`config.mk`:
```
export PLATFORM = sky130hd
export DESIGN_NAME = energy_voice_activity_detector_top
export DESIGN_NICKNAME = d
export VERILOG_FILES = /design/src/rtl/evad_pkg.sv /design/src/rtl/evad_blk_acc.sv /design/src/rtl/evad_seg.sv /design/src/rtl/energy_voice_activity_detector_top.sv
export SDC_FILE = /design/constraint.sdc
export NUM_CORES = 2
export LEC_CHECK = 0
export ABC_CLOCK_PERIOD_IN_PS = 18300
export BUFFER_PORTS_ARGS = -buffer_cell sky130_fd_sc_hd__clkbuf_2
export CORE_ASPECT_RATIO = 1.4
export CORE_MARGIN = 2
export CORE_UTILIZATION = 39
export CTS_CLUSTER_DIAMETER = 80
export DETAILED_ROUTE_END_ITERATION = 8
export GPL_TIMING_DRIVEN = 0
export PLACE_DENSITY_LB_ADDON = 0.05
export SLEW_MARGIN = 10
export SYNTH_ARGS = -nofsm -noshare
export SYNTH_HDL_FRONTEND = slang
export SYNTH_HIERARCHICAL = 1
export SYNTH_SLANG_ARGS = --single-unit
```
`constraint.sdc`:
```
create_clock -name i_clk -period 18.3 [get_ports i_clk]
set_clock_uncertainty 0.2 [all_clocks]
set_input_delay 4.575 -clock i_clk [delete_from_list [all_inputs] [get_ports i_clk]]
set_output_delay 4.575 -clock i_clk [all_outputs]
set_load 0.01 [all_outputs]
```
`src/rtl/evad_pkg.sv`:
```
// Types and constants shared by the energy voice activity detector.
package evad_pkg;

    localparam int SAMPLE_W  = 16;
    localparam int SQ_W      = 31;
    localparam int HOP_REG_W = 12;
    localparam int LIMIT_W   = 44;
    localparam int OUT_W     = 32;
    localparam int CFG_IDX_W = 8;

    localparam logic [CFG_IDX_W-1:0] CFG_HOP_SIZE     = 8'd0;
    localparam logic [CFG_IDX_W-1:0] CFG_ENERGY_LIMIT = 8'd1;

    localparam logic [HOP_REG_W-1:0] HOP_RESET   = 12'd200;
    localparam logic [LIMIT_W-1:0]   LIMIT_RESET = 44'd42949673;

    typedef struct packed {
        logic signed [SAMPLE_W-1:0] sample;
        logic                       last_sample;
    } t_in_word;

    typedef struct packed {
        logic [OUT_W-1:0] segment_start;
        logic [OUT_W-1:0] segment_end;
    } t_out_word;

    typedef struct packed {
        logic vld;
        logic last;
        logic done;
        logic have_prev;
    } t_blk_ctl;

endpackage

```
`src/rtl/evad_blk_acc.sv`:
```
// Sample squaring and hop block energy accumulation.
module evad_blk_acc #(
    parameter int COUNT_BITS = 32,
    parameter int HOP_BITS   = 12
) (
    input  logic                                i_clk,
    input  logic                                i_rst_n,
    input  logic                                i_in_valid,
    output logic                                o_in_ready,
    input  evad_pkg::t_in_word                  i_in_word,
    input  logic [evad_pkg::HOP_REG_W-1:0]      i_hop,
    input  logic                                i_adv,
    output evad_pkg::t_blk_ctl                  o_ctl,
    output logic [evad_pkg::SQ_W+HOP_BITS-1:0]  o_blk_energy,
    output logic [COUNT_BITS-1:0]               o_blk_index,
    output logic [COUNT_BITS-1:0]               o_seen
);
    import evad_pkg::*;

    localparam int EW = SQ_W + HOP_BITS;
    localparam int HW = (HOP_BITS > HOP_REG_W) ? HOP_BITS : HOP_REG_W;

    logic                        en1;
    logic                        en2;
    logic                        fire2;
    logic signed [2*SAMPLE_W-1:0] sq_full;

    logic                r1_vld;
    logic [SQ_W-1:0]     r1_sq;
    logic                r1_last;

    logic [HOP_BITS-1:0]   r_pos;
    logic [EW-1:0]         r_cur;
    logic [COUNT_BITS-1:0] r_cb;
    logic [COUNT_BITS-1:0] r_seen;

    t_blk_ctl              r2_ctl;
    logic [EW-1:0]         r2_energy;
    logic [COUNT_BITS-1:0] r2_cb;
    logic [COUNT_BITS-1:0] r2_seen;

    logic [HOP_BITS-1:0]   n_pos;
    logic [EW-1:0]         n_acc;
    logic [COUNT_BITS-1:0] n_seen;
    logic                  n_done;

    assign en2        = !r2_ctl.vld || i_adv;
    assign en1        = !r1_vld || en2;
    assign fire2      = en2 && r1_vld;
    assign o_in_ready = en1;
    assign sq_full    = i_in_word.sample * i_in_word.sample;

    always_comb begin
        n_pos  = r_pos + HOP_BITS'(1);
        n_acc  = r_cur + EW'(r1_sq);
        n_seen = r_seen + COUNT_BITS'(1);
        n_done = (HW'(n_pos) >= HW'(i_hop)) || (n_pos == '0);
    end

    always_ff @(posedge i_clk) begin
        if (!i_rst_n) begin
            r1_vld <= 1'b0;
        end else if (en1) begin
            r1_vld <= i_in_valid;
        end
    end

    always_ff @(posedge i_clk) begin
        if (en1 && i_in_valid) begin
            r1_sq   <= sq_full[SQ_W-1:0];
            r1_last <= i_in_word.last_sample;
        end
    end

    always_ff @(posedge i_clk) begin
        if (!i_rst_n) begin
            r2_ctl <= '0;
            r_pos  <= '0;
            r_cur  <= '0;
            r_cb   <= '0;
            r_seen <= '0;
        end else begin
            if (en2) begin
                r2_ctl.vld <= r1_vld;
            end
            if (fire2) begin
                r2_ctl.last      <= r1_last;
                r2_ctl.done      <= n_done;
                r2_ctl.have_prev <= (r_cb != '0);
                if (r1_last) begin
                    r_pos  <= '0;
                    r_cur  <= '0;
                    r_cb   <= '0;
                    r_seen <= '0;
                end else begin
                    r_pos  <= n_done ? '0 : n_pos;
                    r_cur  <= n_done ? '0 : n_acc;
                    r_cb   <= n_done ? r_cb + COUNT_BITS'(1) : r_cb;
                    r_seen <= n_seen;
                end
            end
        end
    end

    always_ff @(posedge i_clk) begin
        if (fire2) begin
            r2_energy <= n_acc;
            r2_cb     <= r_cb;
            r2_seen   <= n_seen;
        end
    end

    assign o_ctl        = r2_ctl;
    assign o_blk_energy = r2_energy;
    assign o_blk_index  = r2_cb;
    assign o_seen       = r2_seen;

endmodule

```
`src/rtl/evad_seg.sv`:
```
// Frame energy decision, segment tracking and result register.
module evad_seg #(
    parameter int COUNT_BITS = 32,
    parameter int HOP_BITS   = 12
) (
    input  logic                                i_clk,
    input  logic                                i_rst_n,
    input  evad_pkg::t_blk_ctl                  i_ctl,
    input  logic [evad_pkg::SQ_W+HOP_BITS-1:0]  i_blk_energy,
    input  logic [COUNT_BITS-1:0]               i_blk_index,
    input  logic [COUNT_BITS-1:0]               i_seen,
    input  logic [evad_pkg::HOP_REG_W-1:0]      i_hop,
    input  logic [evad_pkg::LIMIT_W-1:0]        i_limit,
    output logic                                o_adv,
    output logic                                o_out_valid,
    input  logic                                i_out_ready,
    output evad_pkg::t_out_word                 o_out_word
);
    import evad_pkg::*;

    localparam int EW = SQ_W + HOP_BITS;
    localparam int FW = (EW + 1 > LIMIT_W) ? EW + 1 : LIMIT_W;
    localparam int PW = COUNT_BITS + HOP_REG_W;
    localparam int XW = (COUNT_BITS > OUT_W) ? COUNT_BITS : OUT_W;

    logic                  fire;
    logic [FW-1:0]         frame;
    logic                  speech;
    logic [PW-1:0]         prod;
    logic [COUNT_BITS-1:0] fs;

    logic [EW-1:0]         r_prev;
    logic                  r_act;
    logic [COUNT_BITS-1:0] r_beg;
    logic                  r_out_vld;
    t_out_word             r_out_word;

    logic [EW-1:0]         n_prev;
    logic                  n_act;
    logic [COUNT_BITS-1:0] n_beg;
    logic                  n_emit;
    logic [COUNT_BITS-1:0] n_end_idx;
    logic [COUNT_BITS-1:0] n_beg_out;
    logic [XW-1:0]         beg_x;
    logic [XW-1:0]         end_x;

    assign o_adv  = !r_out_vld || i_out_ready;
    assign fire   = o_adv && i_ctl.vld;
    assign frame  = FW'(r_prev) + FW'(i_blk_energy);
    assign speech = frame >= FW'(i_limit);
    assign prod   = PW'(i_blk_index - COUNT_BITS'(1)) * PW'(i_hop);
    assign fs     = prod[COUNT_BITS-1:0];

    always_comb begin
        n_prev    = r_prev;
        n_act     = r_act;
        n_beg     = r_beg;
        n_emit    = 1'b0;
        n_beg_out = r_beg;
        n_end_idx = fs;
        if (i_ctl.done) begin
            if (i_ctl.have_prev) begin
                if (speech && !r_act) begin
                    n_beg = fs;
                    n_act = 1'b1;
                end else if (!speech && r_act) begin
                    n_emit = 1'b1;
                    n_act  = 1'b0;
                end
            end
            n_prev = i_blk_energy;
        end
        if (i_ctl.last) begin
            if (n_act && !n_emit) begin
                n_emit    = 1'b1;
                n_beg_out = n_beg;
                n_end_idx = i_seen;
            end
            n_prev = '0;
            n_act  = 1'b0;
            n_beg  = '0;
        end
    end

    assign beg_x = XW'(n_beg_out);
    assign end_x = XW'(n_end_idx);

    always_ff @(posedge i_clk) begin
        if (!i_rst_n) begin
            r_prev    <= '0;
            r_act     <= 1'b0;
            r_beg     <= '0;
            r_out_vld <= 1'b0;
        end else if (o_adv) begin
            r_out_vld <= fire && n_emit;
            if (fire) begin
                r_prev <= n_prev;
                r_act  <= n_act;
                r_beg  <= n_beg;
            end
        end
    end

    always_ff @(posedge i_clk) begin
        if (fire && n_emit) begin
            r_out_word.segment_start <= beg_x[OUT_W-1:0];
            r_out_word.segment_end   <= end_x[OUT_W-1:0];
        end
    end

    assign o_out_valid = r_out_vld;
    assign o_out_word  = r_out_word;

endmodule

```
`src/rtl/energy_voice_activity_detector_top.sv`:
```
// Energy voice activity detector top level: config registers and pipeline.
// A sample word passes the per-sample square register, the block accumulate register
// and the result register. Throughput: one sample word per cycle while the output is not
// stalled; the frame compare and start index multiply feed the result register.
// Reset (synchronous, active low) clears all stream state and loads a hop size of 200
// and energy_limit 42949673; stream state also clears after a last_sample word.
module energy_voice_activity_detector_top #(
    parameter int COUNT_BITS = 32,
    parameter int HOP_BITS   = 12
) (
    input  logic                               i_clk,
    input  logic                               i_rst_n,
    input  logic                               i_in_valid,
    output logic                               o_in_ready,
    input  evad_pkg::t_in_word                 i_in_word,
    output logic                               o_out_valid,
    input  logic                               i_out_ready,
    output evad_pkg::t_out_word                o_out_word,
    input  logic                               i_cfg_valid,
    output logic                               o_cfg_ready,
    input  logic [evad_pkg::CFG_IDX_W-1:0]     i_cfg_index,
    input  logic [evad_pkg::LIMIT_W-1:0]       i_cfg_data
);
    import evad_pkg::*;

    localparam int EW = SQ_W + HOP_BITS;

    logic [HOP_REG_W-1:0]  r_hop;
    logic [LIMIT_W-1:0]    r_limit;
    logic [HOP_REG_W-1:0]  hop_eff;

    t_blk_ctl              blk_ctl;
    logic [EW-1:0]         blk_energy;
    logic [COUNT_BITS-1:0] blk_index;
    logic [COUNT_BITS-1:0] seen;
    logic                  adv;

    assign o_cfg_ready = 1'b1;
    assign hop_eff     = (r_hop == '0) ? HOP_REG_W'(1) : r_hop;

    always_ff @(posedge i_clk) begin
        if (!i_rst_n) begin
            r_hop   <= HOP_RESET;
            r_limit <= LIMIT_RESET;
        end else if (i_cfg_valid) begin
            case (i_cfg_index)
                CFG_HOP_SIZE:     r_hop   <= i_cfg_data[HOP_REG_W-1:0];
                CFG_ENERGY_LIMIT: r_limit <= i_cfg_data;
                default: ;
            endcase
        end
    end

    evad_blk_acc #(
        .COUNT_BITS (COUNT_BITS),
        .HOP_BITS   (HOP_BITS)
    ) u_blk_acc (
        .i_clk        (i_clk),
        .i_rst_n      (i_rst_n),
        .i_in_valid   (i_in_valid),
        .o_in_ready   (o_in_ready),
        .i_in_word    (i_in_word),
        .i_hop        (hop_eff),
        .i_adv        (adv),
        .o_ctl        (blk_ctl),
        .o_blk_energy (blk_energy),
        .o_blk_index  (blk_index),
        .o_seen       (seen)
    );

    evad_seg #(
        .COUNT_BITS (COUNT_BITS),
        .HOP_BITS   (HOP_BITS)
    ) u_seg (
        .i_clk        (i_clk),
        .i_rst_n      (i_rst_n),
        .i_ctl        (blk_ctl),
        .i_blk_energy (blk_energy),
        .i_blk_index  (blk_index),
        .i_seen       (seen),
        .i_hop        (hop_eff),
        .i_limit      (r_limit),
        .o_adv        (adv),
        .o_out_valid  (o_out_valid),
        .i_out_ready  (i_out_ready),
        .o_out_word   (o_out_word)
    );

endmodule

```
# [Word-level counts from Yosys, hierarchy flattened]
# Cells that the tools add are included.
[op_classes] n_addsub=6 n_mul=2 div=0 order_cmp=2 n_eq_ne=1 shift=0 muxes=29 bitwise_logic=0 reduce_logical=28
[op_table] operator="32-bit 2-to-1 mux" count=11
[op_table] operator="43-bit 2-to-1 mux" count=4
[op_table] operator="32-bit by 1-bit adder with 32-bit output, second input constant" count=2
[op_table] operator="43-bit by 43-bit adder with 44-bit output" count=1
[op_table] operator="44-bit >= comparator" count=1
[op_table] operator="44-bit by 12-bit multiplier with 32-bit output" count=1
[op_table] operator="43-bit by 31-bit adder with 43-bit output" count=1
[op_table] operator="12-bit 2-to-1 mux" count=3
[op_table] operator="32-bit by 1-bit subtractor with 33-bit output, second input constant" count=1
[op_table] operator="32-bit nonzero test" count=1
[op_table] operator="16-bit by 16-bit multiplier with 31-bit output" count=1
[op_table] operator="12-bit zero test" count=2
[op_table] operator="12-bit by 1-bit adder with 12-bit output, second input constant" count=1
[op_table] operator="12-bit >= comparator" count=1
[op_table] operator="1-bit 2-to-1 mux" count=11
[op_table] operator="8-bit by 1-bit equality test with 1-bit output, second input constant" count=1
[op_table] operator="8-bit zero test" count=1
[op_table] operator="2-bit AND reduction" count=4
[op_table] operator="1-bit logical AND" count=7
[op_table] operator="1-bit zero test" count=6
[op_table] operator="1-bit logical OR" count=4
[op_table] operator="2-bit nonzero test" count=2
[op_table] operator="3-bit AND reduction" count=1
[word_totals] reg_bits=460 latch_bits=0 ramBits=0 mem_bits_ro=0 in_bits=74 output_inout_bits=67 word_cells=90 n_memories=0

# [Longest topological paths before layout]
[depth] depth_word=13 depth_mapped=29 ltp_nobuf=27

# [Cells and area by module]
# Netlist, hierarchy kept.
[modules_own_cells] mod="evad_blk_acc" instances=1 cells_each=2213 area_per_inst_um2=21494.4 seq_area_each_um2=6626.4
[modules_own_cells] mod="evad_seg" instances=1 cells_each=2130 area_per_inst_um2=19278.5 seq_area_each_um2=3463.3
[modules_own_cells] mod="energy_voice_activity_detector_top" instances=1 cells_each=266 area_per_inst_um2=2359.8 seq_area_each_um2=1121.1

# [Worst setup path after synthesis]
# OpenSTA, ideal clock, no wires.
[synth_path] path_type="input-to-reg" startpoint="input i_in_word[15] (netlist bit)" endpoint="register u_blk_acc.r1_sq[30], data pin" setup_time_ps=261 arrival_time_ps=10469 required_time_ps=17839 slack_ps=7370 stages=22 n_path_buf=3 path_cell_list="clkbuf_1 > clkbuf_1 > nand2_1 > inv_1 > fa_1 > fa_1 > fa_1 > fa_1 > fa_1 > inv_1 > fa_1 > inv_1 > ha_1 > clkbuf_1 > and3_1 > nand3_1 > or3b_1 > a31oi_1 > a2111oi_2 > nor3_1 > nor3_1 > a311o_1"
[synth_between] elab_chain_cells=1
[synth_lines] element="start: declaration" line_no="energy_voice_activity_detector_top.sv:15" text="input evad_pkg::t_in_word i_in_word,"
[synth_lines] element="16-bit by 16-bit multiplier with 31-bit output" line_no="evad_blk_acc.sv:51" text="assign sq_full = i_in_word.sample * i_in_word.sample;"
[synth_lines] element="named net u_blk_acc.sq_full[30]" line_no="evad_blk_acc.sv:26" text="logic signed [2*SAMPLE_W-1:0] sq_full;"
[synth_lines] element="end signal: assignment" line_no="evad_blk_acc.sv:70" text="r1_sq <= sq_full[SQ_W-1:0];"
[synth_lines] element="end: declaration" line_no="evad_blk_acc.sv:29" text="logic [SQ_W-1:0] r1_sq;"
# The timed path passes the listed nets, and every way through them passes these cells.
# A chain may end at the register's enable or synchronous reset.

# [Final worst setup path]
[layout_path] startpoint="input i_in_word[5] (netlist bit)" endpoint="register u_blk_acc.r1_sq[30], data pin"
# The elaborated chain is that of the path after synthesis.

==> results.cfg <==
[status]
status = finished, final reports clean

[power_and_ir_drop]
power_density_nw_per_um2 = 130
p_leak_uw = 0.0214
peakVddDrop_uv = 442

[global_route]
gr-total-overflow = 0
antenna_found_initial = 4
grt_max_degree = 41
grt_pass1_wl_mm = 196
grt_use_total_pct = 22.3
grt_pass1_vias = 33800

[worst_setup_path]
crit_top_cell = fa_1
cp_num_buf_inv = 7
arrival_ns = 11.91
crit_family = adder cells
critPathMaxFanout = 10
required_ns = 18.44
end_kind = register
max_stage_delay_ns = 0.61
worstSetupPathType = in2reg
path_cells = clkbuf_2 > clkbuf_1 > clkbuf_1 > nand2_1 > fa_1 > fa_1 > fa_1 > inv_1 > fa_1 > fa_1 > inv_1 > fa_1 > inv_1 > ha_1 > clkbuf_1 > a211oi_1 > o21ai_0 > or3b_1 > a31oi_1 > a2111oi_2 > nor3_1 > or2_1 > a311o_1
critPathSlowestCell = clkbuf_1
start_kind = input pin

[placement]
place_congestion = 0.853
portBuffers = 137
dp_hpwl_mm = 102

[min_path]
hold_class = reg2reg

[clock_network]
cts.sinks = 459
cts_buffer_depth = 3
hold_buffers = 0
cts_tree = yes
cts_root_buf = clkbuf_16
cts_buffers = 54
cts_resized = 0
path_clk_slew_ns = 0.06
postCtsSetupBuffers = 0
htreeDepth = 2
clk_latency_ns = 0.65

[sta]
setup_tns_ns = 0
grt_setup_unrepaired = false
fmax_ghz = 0.0850
setup_violations = 0
period_minus_slack_ns = 11.77
timing.hold.ws_ns = 0.241
hold_viol = 0
slew_violations = 0
tightest_slew_ns = 1.22
period_share_pct = 64.3
max_slew_margin_pct = 18.1

[detailed_routing]
vias = 31900
route.detailed.drc = 0
avgViaCountPerCell = 5.05
finalWirelength_mm = 124
drt_iter0_drc = 1528
postRouteAntennaNets = 0
wl_per_cell_um = 19.6
drt-pass1-iter-count = 5

[synth]
yosys.area.top_type = fa_1
synth_top_area_share_pct = 21.9
synth_area_leaders = fa_1 (22%), edfxtp_1 (14%), dfxtp_1 (12%)
synth_edf_count = 202
synthFlopType = dfxtp_1
synth_area_um2 = 43100
ys_ff_latch = 459
async_flop_share_pct = 0
synth_seq_area_share_pct = 26.0
syn_area_per_cell_um2 = 9.36
syn_nets = 5446
syn_inst = 4609
ys_types = 110
yosys_warnings = 6

[layout]
layout-drive-gt1-share_pct = 7.85
final_nets = 5644
area_growth_pct = 10.6

[floorplan]
start_util_pct = 39.2
num_rows = 144
die-area_um2 = 113000
die_height_um = 397
die_w_um = 285
io_pins = 141
core_um2 = 110000

[job]
drv_cap = 0
worst register-to-register path, stage by stage, from the launching register on:
cell       delay [ns]
edfxtp_1         0.40
inv_1            0.14
ha_1             0.16
clkbuf_1         0.35
nand2_1          0.12
xnor2_1          0.30
clkbuf_1         0.49
and2_1           0.23
fa_1             0.42
inv_1            0.08
fa_1             0.46
fa_1             0.52
inv_1            0.04
ha_1             0.26
inv_1            0.04
fa_1             0.47
inv_1            0.04
ha_1             0.30
o21a_1           0.15
a2111oi_0        0.72
o31ai_1          0.28
o31ai_1          0.56
o21ai_0          0.33
a311o_1          0.45
xor2_1           0.58
mux2i_1          0.21
o21ai_0          0.23
metal layers:
layer | share of wire [%] | track usage, %
met1 | 40 | 25.7
met2 | 54 | 43.1
met3 | 2.4 | 1.67
met4 | 3.4 | 7.29
met5 | 0 | 0
synthesized netlist by cell type (24+ instances only):
cell / n
a21o_1: 69
a21oi_1: 136
a22oi_1: 78
a31oi_1: 41
and2_1: 193
and3_1: 42
buf_2: 24
clkbuf_1: 170
dfxtp_1: 257
edfxtp_1: 202
fa_1: 472
ha_1: 291
inv_1: 768
mux2_2: 53
mux2i_1: 54
nand2_1: 479
nand2b_1: 33
nand3_1: 100
nand4_1: 39
nor2_1: 179
nor2b_1: 125
nor3_1: 53
nor4_1: 40
o21ai_0: 96
xnor2_1: 150
xor2_1: 85
worst paths after layout:
check        slack, ns                  endpoint                      from  cells after the start
min reg2reg       0.24  u_blk_acc/o_blk_index[2]         u_blk_acc/r_cb[2]                      0
max reg2reg       9.65      u_seg/o_out_word[59]  u_blk_acc/o_blk_index[0]                     26
max               6.53       u_blk_acc/r1_sq[30]              i_in_word[5]                     23
min               0.24  u_blk_acc/o_blk_index[2]         u_blk_acc/r_cb[2]                      0
area by class of cell:
type / instances / area, um2
fill: 11000 / 62200
multi-input combinational: 3163 / 28100
sequential: 459 / 11200
inverter: 770 / 2890
tap: 1460 / 1830
clock buffer: 66 / 1440
buffer: 217 / 941
timing repair buffer: 142 / 786
clock inverter: 36 / 488
antenna: 1 / 2.50
cells in the final DEF (no fill, tap or decap), types with 17 or more instances in the layout:
cell type / n
o21a_1: 22
o21ai_0: 96
nand4_1: 39
xnor2_1: 150
clkbuf_2: 137
nor4_1: 39
buf_2: 25
nor2b_1: 125
dfxtp_1: 257
ha_1: 291
mux2i_1: 54
nor2_1: 179
nand2_1: 479
edfxtp_1: 202
a22oi_1: 78
a22o_1: 20
fa_1: 472
a21o_1: 69
nand3_1: 100
and2_1: 192
a31oi_1: 41
nor3_1: 53
clkbuf_16: 55
inv_1: 768
nand2b_1: 33
xor2_1: 85
o21ai_1: 17
a21oi_1: 136
mux2_2: 53
clkbuf_1: 179
and3_1: 42
metrics by stage:
step           setup WS, ns  utilization [%]  total power (uW)  instance area, um2  cells
2_1_floorplan          7.37                -              4120               43100   4609
3_3_place_gp           5.54             41.5              5130               45600   6206
3_5_place_dp           5.83             41.6              5110               45800   6211
4_1_cts                6.46             43.4              6320               47700   6313
5_1_grt                6.11             43.4              6870               47700   6314
6_report               6.53             43.4              6180               47700   6314
cells by family (layout without fill, tap and decap cells):
| group | after synthesis | in the layout | synth area share (%) |
|---|---|---|---|
| other | 1 | 2 | 0.00869 |
| DFF | 459 | 459 | 26.0 |
| xor gates and xnor gates | 241 | 241 | 5.06 |
| buffers and inverters | 987 | 1231 | 8.88 |
| and+or+nand+nor | 1394 | 1394 | 16.7 |
| muxes | 109 | 109 | 2.69 |
| adders and majority gates | 763 | 763 | 30.3 |
| AOI/OAI and AO/OA | 655 | 655 | 10.3 |
registers in the layout, indices dropped and copies added (netlist names), 4 cells and up:
| register | cells |
|---|---|
| u_blk_acc/r_cur | 43 |
| u_blk_acc/r_pos | 12 |
| u_blk_acc/r_cb | 32 |
| u_seg/r_beg | 32 |
| u_blk_acc/o_ctl | 4 |
| u_blk_acc/r1_sq | 30 |
| u_blk_acc/o_blk_energy | 43 |
| u_seg/r_prev | 43 |
| r_limit | 44 |
| u_blk_acc/o_blk_index | 32 |
| u_blk_acc/o_seen | 32 |
| r_hop | 12 |
| u_seg/o_out_word | 64 |
| u_blk_acc/r_seen | 32 |
power by group:
group | total, uW | switching (uW) | internal, uW
logic | 3690 | 2180 | 1510
registers | 1340 | 35.3 | 1300
clock network | 1150 | 461 | 692
No activity file was read; power rests on OpenSTA's default activity.
